--- config.mk ---
export PLATFORM = sky130hd
export DESIGN_NAME = round_robin_task_scheduler_core
export DESIGN_NICKNAME = d
export VERILOG_FILES = /design/src/hw/rtl/rrts_pkg.sv /design/src/hw/rtl/rrts_front.sv /design/src/hw/rtl/rrts_back.sv /design/src/hw/rtl/round_robin_task_scheduler_core.sv
export SDC_FILE = /design/constraint.sdc
export NUM_CORES = 2
export LEC_CHECK = 0
export BUFFER_PORTS_ARGS = -buffer_cell sky130_fd_sc_hd__clkbuf_2
export CELL_PAD_IN_SITES_DETAIL_PLACEMENT = 1
export CELL_PAD_IN_SITES_GLOBAL_PLACEMENT = 1
export CORE_ASPECT_RATIO = 0.9
export CORE_MARGIN = 2
export CORE_UTILIZATION = 53
export CTS_CLUSTER_SIZE = 12
export DETAILED_ROUTE_END_ITERATION = 7
export PLACE_DENSITY_LB_ADDON = 0.1
export SLEW_MARGIN = 20
export SYNTH_ARGS = -nofsm -noshare
export SYNTH_HDL_FRONTEND = slang
export SYNTH_SLANG_ARGS = --single-unit
--- constraint.sdc ---
create_clock -name clock -period 6.53 [get_ports clock]
set_clock_uncertainty 0.15 [all_clocks]
set_input_delay 1.306 -clock clock [delete_from_list [all_inputs] [get_ports clock]]
set_output_delay 1.306 -clock clock [all_outputs]
set_load 0.02 [all_outputs]
--- src/hw/rtl/rrts_pkg.sv ---
// Shared types and constants for the round-robin task scheduler.
package rrts_pkg;

   localparam int ID_W = 6;
   localparam int NUM_TASKS_DEF = 32;
   localparam int QUANTUM_W = 16;
   localparam logic [QUANTUM_W-1:0] QUANTUM_RESET = 16'd20;
   localparam logic [ID_W-1:0] REF_MAX = 6'd63;
   localparam logic [ID_W-1:0] ROOT_TASK = 6'd1;

   localparam logic [2:0] OPC_CREATE = 3'd0;
   localparam logic [2:0] OPC_RESUME = 3'd1;
   localparam logic [2:0] OPC_BLOCK = 3'd2;
   localparam logic [2:0] OPC_SWITCH = 3'd3;
   localparam logic [2:0] OPC_DESTROY = 3'd4;

   localparam logic [2:0] RC_OK = 3'd0;
   localparam logic [2:0] RC_TOO_MANY = 3'd1;
   localparam logic [2:0] RC_INVALID = 3'd2;
   localparam logic [2:0] RC_REFERENCED = 3'd3;
   localparam logic [2:0] RC_WRONG_STATE = 3'd4;

   typedef enum logic [2:0] {
      OP_CREATE,
      OP_RESUME,
      OP_BLOCK,
      OP_SWITCH,
      OP_DESTROY,
      OP_BAD
   } op_type;

   typedef struct packed {
      logic [2:0] opcode;
      logic [ID_W-1:0] task_id;
      logic [ID_W-1:0] pager_id;
   } req_type;

   typedef struct packed {
      logic [2:0] status;
      logic [ID_W-1:0] new_task_id;
      logic [ID_W-1:0] running_task;
      logic switched;
      logic [QUANTUM_W-1:0] quantum_grant;
   } rsp_type;

   typedef struct packed {
      op_type op;
      logic [ID_W-1:0] task_id;
      logic [ID_W-1:0] pager_id;
   } cmd_type;

   typedef enum logic [2:0] {
      BK_IDLE,
      BK_EXEC,
      BK_CR_INC,
      BK_CR_LINK,
      BK_DS_REF,
      BK_DS_STEP,
      BK_DS_FREE,
      BK_DS_DEC
   } back_state_type;

endpackage

--- src/hw/rtl/rrts_front.sv ---
// Command intake: decodes request words and queues them for the back end.
module rrts_front import rrts_pkg::*; (
   input  logic    clock,
   input  logic    reset,
   input  logic    start,
   output logic    busy,
   input  req_type req_data,
   input  logic    pop,
   output logic    cmd_valid,
   output cmd_type cmd
);

   cmd_type    slot_ff [2];
   cmd_type    slot_in [2];
   logic [1:0] count_ff, count_in;
   cmd_type    dec;
   logic       push;

   always_comb begin
      dec.task_id = req_data.task_id;
      dec.pager_id = req_data.pager_id;
      unique case (req_data.opcode)
         OPC_CREATE:  dec.op = OP_CREATE;
         OPC_RESUME:  dec.op = OP_RESUME;
         OPC_BLOCK:   dec.op = OP_BLOCK;
         OPC_SWITCH:  dec.op = OP_SWITCH;
         OPC_DESTROY: dec.op = OP_DESTROY;
         default:     dec.op = OP_BAD;
      endcase
   end

   assign busy = (count_ff == 2'd2);
   assign push = start && !busy;
   assign cmd_valid = (count_ff != 2'd0);
   assign cmd = slot_ff[0];

   always_comb begin
      slot_in = slot_ff;
      count_in = count_ff;
      if (pop && cmd_valid) begin
         slot_in[0] = slot_ff[1];
         count_in = count_in - 2'd1;
      end
      if (push) begin
         slot_in[count_in[0]] = dec;
         count_in = count_in + 2'd1;
      end
   end

   always_ff @(posedge clock) begin
      slot_ff <= slot_in;
      if (reset) begin
         count_ff <= 2'd0;
      end else begin
         count_ff <= count_in;
      end
   end

endmodule

--- src/hw/rtl/rrts_back.sv ---
// Command execution: task table, run queue, reference counts and current task.
module rrts_back import rrts_pkg::*; #(
   parameter int NUM_TASKS = NUM_TASKS_DEF
) (
   input  logic                 clock,
   input  logic                 reset,
   input  logic                 cmd_valid,
   input  cmd_type              cmd,
   output logic                 pop,
   input  logic [QUANTUM_W-1:0] quantum,
   output logic                 rsp_strobe,
   output rsp_type              rsp_data
);

   localparam int IW = $clog2(NUM_TASKS + 1);
   localparam int DEPTH = 1 << IW;
   localparam logic [ID_W-1:0] NT = ID_W'(NUM_TASKS);

   back_state_type state_ff, state_in;
   cmd_type        cmd_ff, cmd_in;
   logic [DEPTH-1:0] used_ff, used_in, run_ff, run_in, inq_ff, inq_in;
   logic [ID_W-1:0] head_ff, head_in, tail_ff, tail_in, count_ff, count_in;
   logic [ID_W-1:0] cur_ff, cur_in;
   logic [ID_W-1:0] alloc_ff, alloc_in, pgr_ff, pgr_in;
   logic [ID_W-1:0] at_ff, at_in, prev_ff, prev_in;
   logic            rsp_strobe_ff, rsp_strobe_in;
   rsp_type         rsp_ff, rsp_in;

   logic [ID_W-1:0] link_mem [DEPTH];
   logic [ID_W-1:0] ref_mem [DEPTH];
   logic [ID_W-1:0] pager_mem [DEPTH];
   logic [ID_W-1:0] link_rd_ff, ref_rd_ff, pager_rd_ff;
   logic            link_we, ref_we, pager_we;
   logic [IW-1:0]   link_wa, ref_wa, pager_wa, link_ra, ref_ra, pager_ra;
   logic [ID_W-1:0] link_wd, ref_wd, pager_wd;

   logic [ID_W-1:0] free_id;
   logic [ID_W-1:0] tid, pid, nxt, popped;
   logic            tid_ok, pid_ok, prev_run, enq_req, finish;
   logic [ID_W-1:0] enq_id;
   logic [2:0]      status;
   logic            sw;
   logic [QUANTUM_W-1:0] grant;
   logic [ID_W-1:0] new_id;

   always_comb begin
      free_id = '0;
      for (int i = NUM_TASKS; i >= 1; i--) begin
         if (!used_ff[i]) begin
            free_id = ID_W'(i);
         end
      end
   end

   assign tid = cmd_ff.task_id;
   assign pid = cmd_ff.pager_id;
   assign tid_ok = (tid != '0) && (tid <= NT) && used_ff[tid[IW-1:0]];
   assign pid_ok = (pid != '0) && (pid <= NT) && used_ff[pid[IW-1:0]];
   assign prev_run = (cur_ff != '0) && used_ff[cur_ff[IW-1:0]] && run_ff[cur_ff[IW-1:0]];

   always_comb begin
      state_in = state_ff;
      cmd_in = cmd_ff;
      used_in = used_ff;
      run_in = run_ff;
      inq_in = inq_ff;
      head_in = head_ff;
      tail_in = tail_ff;
      count_in = count_ff;
      cur_in = cur_ff;
      alloc_in = alloc_ff;
      pgr_in = pgr_ff;
      at_in = at_ff;
      prev_in = prev_ff;
      pop = 1'b0;
      link_we = 1'b0;
      ref_we = 1'b0;
      pager_we = 1'b0;
      link_wa = '0;
      ref_wa = '0;
      pager_wa = '0;
      link_wd = '0;
      ref_wd = '0;
      pager_wd = '0;
      link_ra = head_ff[IW-1:0];
      ref_ra = tid[IW-1:0];
      pager_ra = tid[IW-1:0];
      enq_req = 1'b0;
      enq_id = '0;
      finish = 1'b0;
      status = RC_OK;
      sw = 1'b0;
      grant = '0;
      new_id = '0;
      nxt = '0;
      popped = '0;
      unique case (state_ff)
         BK_IDLE: begin
            if (cmd_valid) begin
               pop = 1'b1;
               cmd_in = cmd;
               state_in = BK_EXEC;
            end
         end
         BK_EXEC: begin
            unique case (cmd_ff.op)
               OP_CREATE: begin
                  if (pid != '0 && !pid_ok) begin
                     status = RC_INVALID;
                     finish = 1'b1;
                  end else if (free_id == '0) begin
                     status = RC_TOO_MANY;
                     finish = 1'b1;
                  end else begin
                     pager_we = 1'b1;
                     pager_wa = free_id[IW-1:0];
                     pager_wd = pid;
                     ref_ra = pid[IW-1:0];
                     alloc_in = free_id;
                     state_in = BK_CR_INC;
                  end
               end
               OP_RESUME: begin
                  finish = 1'b1;
                  if (!tid_ok) begin
                     status = RC_INVALID;
                  end else if (run_ff[tid[IW-1:0]]) begin
                     status = RC_WRONG_STATE;
                  end else begin
                     run_in[tid[IW-1:0]] = 1'b1;
                     enq_req = !inq_ff[tid[IW-1:0]];
                     enq_id = tid;
                  end
               end
               OP_BLOCK: begin
                  finish = 1'b1;
                  if (!tid_ok) begin
                     status = RC_INVALID;
                  end else if (!run_ff[tid[IW-1:0]]) begin
                     status = RC_WRONG_STATE;
                  end else begin
                     run_in[tid[IW-1:0]] = 1'b0;
                  end
               end
               OP_SWITCH: begin
                  link_ra = head_ff[IW-1:0];
                  state_in = BK_CR_LINK;
                  alloc_in = '0;
               end
               OP_DESTROY: begin
                  if (!tid_ok) begin
                     status = RC_INVALID;
                     finish = 1'b1;
                  end else if (tid == cur_ff) begin
                     status = RC_WRONG_STATE;
                     finish = 1'b1;
                  end else if (tid == ROOT_TASK) begin
                     status = RC_INVALID;
                     finish = 1'b1;
                  end else begin
                     state_in = BK_DS_REF;
                  end
               end
               default: begin
                  status = RC_INVALID;
                  finish = 1'b1;
               end
            endcase
         end
         BK_CR_INC: begin
            if (pid != '0) begin
               ref_we = 1'b1;
               ref_wa = pid[IW-1:0];
               ref_wd = (ref_rd_ff < REF_MAX) ? ref_rd_ff + 1'b1 : ref_rd_ff;
            end
            state_in = BK_CR_LINK;
         end
         BK_CR_LINK: begin
            finish = 1'b1;
            if (cmd_ff.op == OP_SWITCH) begin
               if (count_ff != '0) begin
                  popped = head_ff;
                  nxt = head_ff;
                  head_in = link_rd_ff;
                  count_in = count_ff - 1'b1;
                  inq_in[head_ff[IW-1:0]] = 1'b0;
                  if (count_in == '0) begin
                     head_in = '0;
                     tail_in = '0;
                  end
               end
               if (nxt == '0 && prev_run) begin
                  nxt = cur_ff;
               end
               if (nxt != '0) begin
                  grant = quantum;
               end
               if (nxt != cur_ff) begin
                  sw = 1'b1;
                  cur_in = nxt;
                  enq_req = prev_run &&
                            !(inq_ff[cur_ff[IW-1:0]] && popped != cur_ff);
                  enq_id = cur_ff;
               end
            end else begin
               ref_we = 1'b1;
               ref_wa = alloc_ff[IW-1:0];
               ref_wd = '0;
               used_in[alloc_ff[IW-1:0]] = 1'b1;
               run_in[alloc_ff[IW-1:0]] = 1'b1;
               enq_req = 1'b1;
               enq_id = alloc_ff;
               new_id = alloc_ff;
            end
         end
         BK_DS_REF: begin
            pgr_in = pager_rd_ff;
            if (ref_rd_ff != '0) begin
               status = RC_REFERENCED;
               finish = 1'b1;
            end else if (inq_ff[tid[IW-1:0]]) begin
               at_in = head_ff;
               prev_in = '0;
               link_ra = head_ff[IW-1:0];
               state_in = BK_DS_STEP;
            end else begin
               state_in = BK_DS_FREE;
            end
         end
         BK_DS_STEP: begin
            if (at_ff == tid) begin
               if (prev_ff == '0) begin
                  head_in = link_rd_ff;
               end else begin
                  link_we = 1'b1;
                  link_wa = prev_ff[IW-1:0];
                  link_wd = link_rd_ff;
               end
               if (tail_ff == tid) begin
                  tail_in = prev_ff;
               end
               count_in = count_ff - 1'b1;
               if (count_in == '0) begin
                  head_in = '0;
                  tail_in = '0;
               end
               inq_in[tid[IW-1:0]] = 1'b0;
               state_in = BK_DS_FREE;
            end else begin
               prev_in = at_ff;
               at_in = link_rd_ff;
               link_ra = link_rd_ff[IW-1:0];
            end
         end
         BK_DS_FREE: begin
            used_in[tid[IW-1:0]] = 1'b0;
            run_in[tid[IW-1:0]] = 1'b0;
            ref_ra = pgr_ff[IW-1:0];
            state_in = BK_DS_DEC;
         end
         BK_DS_DEC: begin
            finish = 1'b1;
            if (pgr_ff != '0 && pgr_ff <= NT && ref_rd_ff != '0) begin
               ref_we = 1'b1;
               ref_wa = pgr_ff[IW-1:0];
               ref_wd = ref_rd_ff - 1'b1;
            end
         end
         default: begin
            state_in = BK_IDLE;
         end
      endcase
      if (enq_req && count_in < NT) begin
         if (count_in == '0) begin
            head_in = enq_id;
         end else begin
            link_we = 1'b1;
            link_wa = tail_in[IW-1:0];
            link_wd = enq_id;
         end
         tail_in = enq_id;
         count_in = count_in + 1'b1;
         inq_in[enq_id[IW-1:0]] = 1'b1;
      end
      if (finish) begin
         state_in = BK_IDLE;
      end
      rsp_strobe_in = finish;
      rsp_in.status = status;
      rsp_in.new_task_id = new_id;
      rsp_in.running_task = cur_in;
      rsp_in.switched = sw;
      rsp_in.quantum_grant = grant;
   end

   always_ff @(posedge clock) begin
      if (link_we) begin
         link_mem[link_wa] <= link_wd;
      end
      if (ref_we) begin
         ref_mem[ref_wa] <= ref_wd;
      end
      if (pager_we) begin
         pager_mem[pager_wa] <= pager_wd;
      end
      link_rd_ff <= link_mem[link_ra];
      ref_rd_ff <= ref_mem[ref_ra];
      pager_rd_ff <= pager_mem[pager_ra];
   end

   always_ff @(posedge clock) begin
      cmd_ff <= cmd_in;
      alloc_ff <= alloc_in;
      pgr_ff <= pgr_in;
      at_ff <= at_in;
      prev_ff <= prev_in;
      rsp_ff <= rsp_in;
      if (reset) begin
         state_ff <= BK_IDLE;
         used_ff <= '0;
         run_ff <= '0;
         inq_ff <= '0;
         head_ff <= '0;
         tail_ff <= '0;
         count_ff <= '0;
         cur_ff <= '0;
         rsp_strobe_ff <= 1'b0;
      end else begin
         state_ff <= state_in;
         used_ff <= used_in;
         run_ff <= run_in;
         inq_ff <= inq_in;
         head_ff <= head_in;
         tail_ff <= tail_in;
         count_ff <= count_in;
         cur_ff <= cur_in;
         rsp_strobe_ff <= rsp_strobe_in;
      end
   end

   assign rsp_strobe = rsp_strobe_ff;
   assign rsp_data = rsp_ff;

endmodule

--- src/hw/rtl/round_robin_task_scheduler_core.sv ---
// Each command is taken from the command queue by the back end, executed and answered with
// a response strobe. Create steps through reference-count and link states, switch through
// the link state, and destroy may walk the run-queue links. The back end runs one command
// at a time, so it takes a new command only once the previous one has finished.
// A two-word command queue lets start be taken while a command executes; busy when full.
// Synchronous reset: all tasks unused, run queue empty, idle task running, quantum 20.
module round_robin_task_scheduler_core import rrts_pkg::*; #(
   parameter int NUM_TASKS = NUM_TASKS_DEF
) (
   input  logic                 clock,
   input  logic                 reset,
   input  logic                 start,
   output logic                 busy,
   input  req_type              req_data,
   output logic                 rsp_strobe,
   output rsp_type              rsp_data,
   input  logic                 csr_valid,
   output logic                 csr_ready,
   input  logic [QUANTUM_W-1:0] csr_wdata
);

   logic [QUANTUM_W-1:0] quantum_ff;
   logic                 pop, cmd_valid;
   cmd_type              cmd;

   assign csr_ready = 1'b1;

   always_ff @(posedge clock) begin
      if (reset) begin
         quantum_ff <= QUANTUM_RESET;
      end else if (csr_valid) begin
         quantum_ff <= csr_wdata;
      end
   end

   rrts_front u_front (
      .clock     (clock),
      .reset     (reset),
      .start     (start),
      .busy      (busy),
      .req_data  (req_data),
      .pop       (pop),
      .cmd_valid (cmd_valid),
      .cmd       (cmd)
   );

   rrts_back #(
      .NUM_TASKS (NUM_TASKS)
   ) u_back (
      .clock      (clock),
      .reset      (reset),
      .cmd_valid  (cmd_valid),
      .cmd        (cmd),
      .pop        (pop),
      .quantum    (quantum_ff),
      .rsp_strobe (rsp_strobe),
      .rsp_data   (rsp_data)
   );

endmodule
---- Word level (Yosys, flattened, before mapping) ----
Memory sizes are Yosys's and may differ from the RTL's. A register that Yosys moved wholly into a read port is not among the register bits.
Index checks and enable logic that the tools add are counted.
W data, S select, Z words.
cells by class
  mux-type cells .......................... 215
  reductions and logical operators ........ 55
  eq/ne operators ......................... 41
  $lt $le $gt $ge ......................... 17
  add/sub/neg operators ................... 6
  bitwise gates (word level) .............. 11
operators with widths
  operator              count
  $mux W64              10
  $mux W6               102
  $pmux W64 S2          3
  $and A64 B64 Y64      4
  $or A64 B64 Y64       4
  $pmux W64 S3          1
  $not A64 Y64          2
  $pmux W6 S2           9
  $reduce_bool A6 Y1    8
  $mux W3               15
  $mux W1               44
  $bmux W1 S6           7
  $lt A6 B7 Y1 const B  6
  $bwmux W30            1
  $logic_not A6 Y1      5
  $mux W15              2
  $mux W30              1
  $pmux W3 S5           2
  $demux W1 S6          4
  $ge A6 B1 Y1 const B  4
  $logic_and A1 B1 Y1   20
  $eq A3 B2 Y1 const B  6
  $eq A3 B3 Y1 const B  6
  $eq A6 B6 Y1          3
  36 further kinds      76
word-level totals
  register bits ........................... 339
  bits in writable memories ............... 1152
  output and inout bits ................... 35
  memories ................................ 3
memory list
  name              depth  width  read ports  clocked after memory_dff  write ports  RTL line         text
  u_back.link_mem   64     6      1           1                         1            rrts_back.sv:29  logic [ID_W-1:0] link_mem [DEPTH];
  u_back.pager_mem  64     6      1           1                         1            rrts_back.sv:31  logic [ID_W-1:0] pager_mem [DEPTH];
  u_back.ref_mem    64     6      1           1                         1            rrts_back.sv:30  logic [ID_W-1:0] ref_mem [DEPTH];

---- Logic depth before layout (Yosys ltp) ----
  word-level depth ........................ 39
  mapped depth ............................ 19
  depth with buffers taken out ............ 14

---- Cells and area by module ----
Synthesis repeated with hierarchy kept, for this count alone.
second synthesis, totals
  cell total of the unflattened synthesis .. 5202
  area, all modules ....................... 66144.7 um^2
modules (own cells, without submodules)
  module                           instances  sequential area each (um^2)  cells an instance  area an instance (um^2)
  rrts_back                        1          41169.5                      5047               64068.9
  rrts_front                       1          790.8                        101                1481.4
  round_robin_task_scheduler_core  1          320.3                        54                 594.3

---- Least setup slack after synthesis ----
No wires, ideal clock.
  path kind ............................... flip-flop to flip-flop
  start point ............................. reg u_back.state_ff[1]
  end point ............................... mem u_back.ref_mem[0][4] (data pin)
  arrival time ............................ 4.571 ns
  stages on the path, launching flop included .. 6
  path slack .............................. 1.080 ns
  library setup time ...................... 0.729 ns
  data required time ...................... 5.651 ns
  clock period less this slack ............ 5.450 ns
  path through ............................ dfxtp_1 -> clkbuf_1 -> clkbuf_1 -> nor3b_1 -> o21ai_1 -> o32ai_1
on the way
  word-level cells in the longest chain between the ends .. 2
  elaborated cells on any way between the ends .. 3
RTL lines
  what                                                 RTL line          text
  from (decl)                                          rrts_back.sv:19   back_state_type state_ff, state_in;
  from (signal assigned)                               rrts_back.sv:329  state_ff <= state_in;
  $eq A3 B3 Y1 / $eq A3 B2 Y1 (equally long branches)  rrts_back.sv:97   unique case (state_ff)
  $pmux W6 S2 *                                        rrts_back.sv:97
  named net u_back.ref_wd[4]                           rrts_back.sv:35   logic [ID_W-1:0] link_wd, ref_wd, pager_wd;
  to (decl)                                            rrts_back.sv:30
The timed path passes the listed nets; every way through them passes the cells marked *.

---- Worst setup path in the final report ----
  start point ............................. reg u_back.cmd_ff (netlist bit u_back.pager_ra[0])
  end point ............................... mem u_back.link_mem[11][4] (enable)
on the way
  word-level cells in the longest chain between the ends .. 11
  elaborated cells on any way between the ends .. 36
RTL lines
  what                           RTL line          text
  from (decl)                    rrts_back.sv:20   cmd_type cmd_ff, cmd_in;
  from (signal assigned)         rrts_back.sv:312  cmd_ff <= cmd_in;
  $bmux W1 S6                    rrts_back.sv:131  enq_req = !inq_ff[tid[IW-1:0]];
  $mux W1 (implied by the code)  rrts_back.sv:131
  $logic_not A1 Y1               rrts_back.sv:131
  $mux W1                        rrts_back.sv:127  end else if (run_ff[tid[IW-1:0]]) begin
  $mux W1                        rrts_back.sv:125  if (!tid_ok) begin
  $mux W1                        rrts_back.sv:106  unique case (cmd_ff.op)
  $pmux W1 S2                    rrts_back.sv:97
  $logic_and A1 B1 Y1            rrts_back.sv:273  if (enq_req && count_in < NT) begin
  $mux W1                        rrts_back.sv:273
  $mux W1                        rrts_back.sv:297  if (link_we) begin
  $mux W1 (implied by the code)  rrts_back.sv:298  link_mem[link_wa] <= link_wd;
  to (decl)                      rrts_back.sv:29
Parallel ways exist; a longest one is shown, timed or not. The select of a mux whose other input is x is not followed.

==> impl_results.md <==
- Overall power: 0.02547 W
- Static Leakage: 23.64 nW
- Global route overflow: 0
- Final setup margin: 0.2318 ns
- Post-synth cell types: 91
- First-pass GRT wire length: 310.7 mm
- Row count: 122
- Worst rel slew slack: 10.15%
- CTS Buf Count: 157
- Largest cells by area after synthesis: edfxtp_1, mux4_2, dfxtp_1
- Detailed-route DRC error count: 0
- Nature of the critical path endpoint: flop
- Largest delay share family, worst path: simple AND/OR/NAND/NOR gates
- Clock sink count: 1509
- CP startpoint kind: flop
- Total Routing Usage GR: 33.29%
- Worst reg2reg path endpoint: u_back.link_mem[11][4]$_DFFE_PP_
- Worst hold stages: 0
- CP dominant cell by count: nand2_1
- Max IR drop VDD: 0.0002631 V
- Drt via density: 6.770
- Largest net degree at the start of global routing: 103
- Deepest clock path buffer count: 3
- Run status: finished, final reports clean
- Pins over their slew limit: 0
- DRT iter0 DRCs: 6212
- Clock Pin Slew Worst Setup and Hold Paths: 0.06 ns
- Xor/xnor cell area share of the yosys netlist: 0.4533%
- Synth Flop Type: edfxtp_1
- Die ar.: 126800 sq um
- Fin crit period: 6.298 ns
- Synthesized flop and latch total: 1509
- Synthesized area: 65690 sq um
- Pre-Repair DR Iteration Count: 5
- Sequential fraction of the synthesis area: 64.36%
- Adder-cell share of the synthesized area: 0.2095%
- Final hold vios: 0
- Slowest stage cell, crit path: o32ai_1
- Post-synthesis compound-gate area fraction: 10.51%
- Simple-gate area share of the yosys netlist: 9.453%
- Post-route setup TNS: 0 ns
- R2R depth: 12
- RSZ-0062 raised after global routing: false
- Routability cong.: 1.022
- Worst reg-to-reg setup slack: 0.23 ns
- Detail Route Antenna Nets: 0
- Main combinational cell family by area after synthesis: multiplexers
- Synth cell count leaders: edfxtp_1, nand2_1, nor2_1
- Crit path DAT: 6.60 ns
- Clk root buf: clkbuf_16
- Number of synthesized flops with an enable pin: 1206
- Placement Setup Slack: 0.3760 ns
- Final #Nets: 5063
- CTS Hold Buffers Added: 0
- Synth warn: 0
- CP max stage delay: 1.03 ns
- Post-detail-place hpwl: 138.7 mm
- # resized after CTS: 0
- Vias in the first global route: 46460
- Required @ worst endpoint: 6.83 ns
- CP bufs+invs: 1
- Die Height: 338.0 microns
- Aggregate routed wire length: 211.2 mm
- Io pins: 70
- Fmax achieved: 158.8 MHz
- Wire per inst: 31.28 microns
- Starting density of the core: 53.39%
- Share of layout cells above drive strength 1: 16.91%
- Final core utilization: 60.08%
- Pwr/cell area: 344.6 nW/um^2
- FFs w/ async S/R, synth: 0%
- CP Class: flop to flop
- IO Port Bufs: 68
- Top-area cell type share of the netlist area: 55.13%
- Final Setup Violations: 0
- Syn_area_per_cell: 13.74 sq um
- Count leader, synth: edfxtp_1
- Hold Crit Class: flop to flop
- Area delta synth->final: 12.52%
- Yosys top cell by area: edfxtp_1
- Post-synthesis mux area share: 12.53%
- Reg2reg start: u_back.pager_ra[0]$_DFFE_PP_
- Max cap viols: 0
- Vias: 45710
- CTS tree: done
- Total setup buffers inserted after CTS: 0
- Crit-path cells: buf_12 > mux4_2 > mux4_2 > a22oi_1 > nand3_1 > nor4b_4 > nand3_1 > nand2_1 > nand2_1 > o32ai_1 > nand2_1 > nor2_1
- Hold endpoint: u_back.pgr_ff[2]$_DFFE_PP_
- Worst slew pin tran: 1.343 ns
- Synth Instances: 4781
- Hold Worst Slack: 0.2549 ns
- Fin crit share: 96.45%
- HP Start: u_back.pager_rd_ff[2]$_DFF_P_
- Initial antenna violation count: 7
- Die width: 375.1 microns
- Critical path fanouts, max: 47
- Core Area: 123000 sq um
- Worst skew pair latency: 0.82 ns
- Level count of the clock H-tree: 4
-- worst register-to-register path, cell delays in order (launching register included) --
cell,delay [ns]
edfxtp_1,0.37
buf_12,0.31
mux4_2,0.60
mux4_2,0.53
a22oi_1,0.25
nand3_1,0.39
nor4b_4,0.56
nand3_1,0.21
nand2_1,0.28
nand2_1,0.17
o32ai_1,1.03
nand2_1,0.50
nor2_1,0.59
-- where the power goes --
group          leakage, nW  internal [W]  switching, W
registers             13.1        0.0108      0.000389
clock network         2.31       0.00473       0.00378
logic                 8.23       0.00192       0.00384
total                 23.6        0.0175       0.00801
-- flip-flops by register name, summed over array words and instances, names as in the netlist, 2 cells and up, named ones only --
signal and cells:
quantum_ff 16, u_back.alloc_ff 6, u_back.at_ff 6, u_back.cmd_ff 3, u_back.count_ff 6, u_back.cur_ff 6
u_back.head_ff 6, u_back.inq_ff 64, u_back.link_mem 384, u_back.link_rd_ff 6, u_back.pager_mem 384, u_back.pager_ra 6
u_back.pager_rd_ff 6, u_back.pgr_ff 6, u_back.pid 6, u_back.prev_ff 6, u_back.ref_mem 384, u_back.ref_rd_ff 6
u_back.rsp_data 32, u_back.state_ff 3, u_back.tail_ff 6, u_back.used_ff 64, u_front.cmd 15, u_front.count_ff 2
-- how the worst max path moves through the flow --
stage	from	endpoint	slack, ns	cells after the start
after floorplan	u_back.state_ff[1]$_SDFFE_PP0P_	u_back.ref_mem[0][4]$_DFFE_PP_	1.08	5
after global placement	u_back.pager_ra[0]$_DFFE_PP_	u_back.link_mem[11][1]$_DFFE_PP_	0.57	12
after detailed placement	u_back.used_ff[11]$_SDFFE_PP0P_	u_back.ref_rd_ff[3]$_DFF_P_	0.38	11
after CTS	u_back.used_ff[11]$_SDFFE_PP0P_	u_back.ref_rd_ff[3]$_DFF_P_	0.38	11
after global routing	u_back.used_ff[11]$_SDFFE_PP0P_	u_back.ref_rd_ff[0]$_DFF_P_	0.1	11
final	u_back.pager_ra[0]$_DFFE_PP_	u_back.link_mem[11][4]$_DFFE_PP_	0.23	12
-- routing by layer --
metal / vias to the layer above / GRT usage (%) / share of wire [%]
met4: 6 / 10.70 / 3.1
li1: 19010 / - / -
met2: 2657 / 49.54 / 44
met1: 23550 / 47.88 / 41
met3: 490 / 9.041 / 11
met5: - / 0.6792 / 0.070
-- placed cells by master (no fill, tap or decap), types with 64 or more instances in the layout --
master,n
nand3_1,156
nor2_1,358
edfxtp_1,1206
a211oi_1,102
clkbuf_1,64
mux4_2,334
buf_4,156
nand2_1,511
a21oi_1,313
a22oi_1,65
o21ai_0,194
clkbuf_2,67
dfxtp_1,302
clkbuf_16,160
a2111oi_0,64
conb_1,193
-- final cells by class --
| cell class | instances | area, sq um |
|---|---|---|
| sequential | 1509 | 42280 |
| tap | 1612 | 2017 |
| clock inverter | 45 | 414.1 |
| inverter | 36 | 135.1 |
| multi-input combinational | 3072 | 22850 |
| fill | 11660 | 49120 |
| antenna | 6 | 15.01 |
| clock buffer | 231 | 4340 |
| timing repair buffer | 241 | 1866 |
-- logic make-up after synthesis --
| group | after synthesis |
|---|---|
| adder cells (fa/ha/maj) | 11 |
| other | 2 |
| XOR/XNOR | 34 |
| multiplexers | 403 |
| buffers and inverters | 391 |
| AO/OA/AOI/OAI | 1070 |
| AND/OR/NAND/NOR | 1361 |
| flip-flops | 1509 |
-- per-stage QoR --
stage	instance area, sq um	cells
floorplan	66410	4972
global placement	69030	6467
detailed placement	69040	6467
CTS	73790	6743
global route	73900	6746
finish	73920	6752
Note: power is estimated with default switching activity, not from simulation.
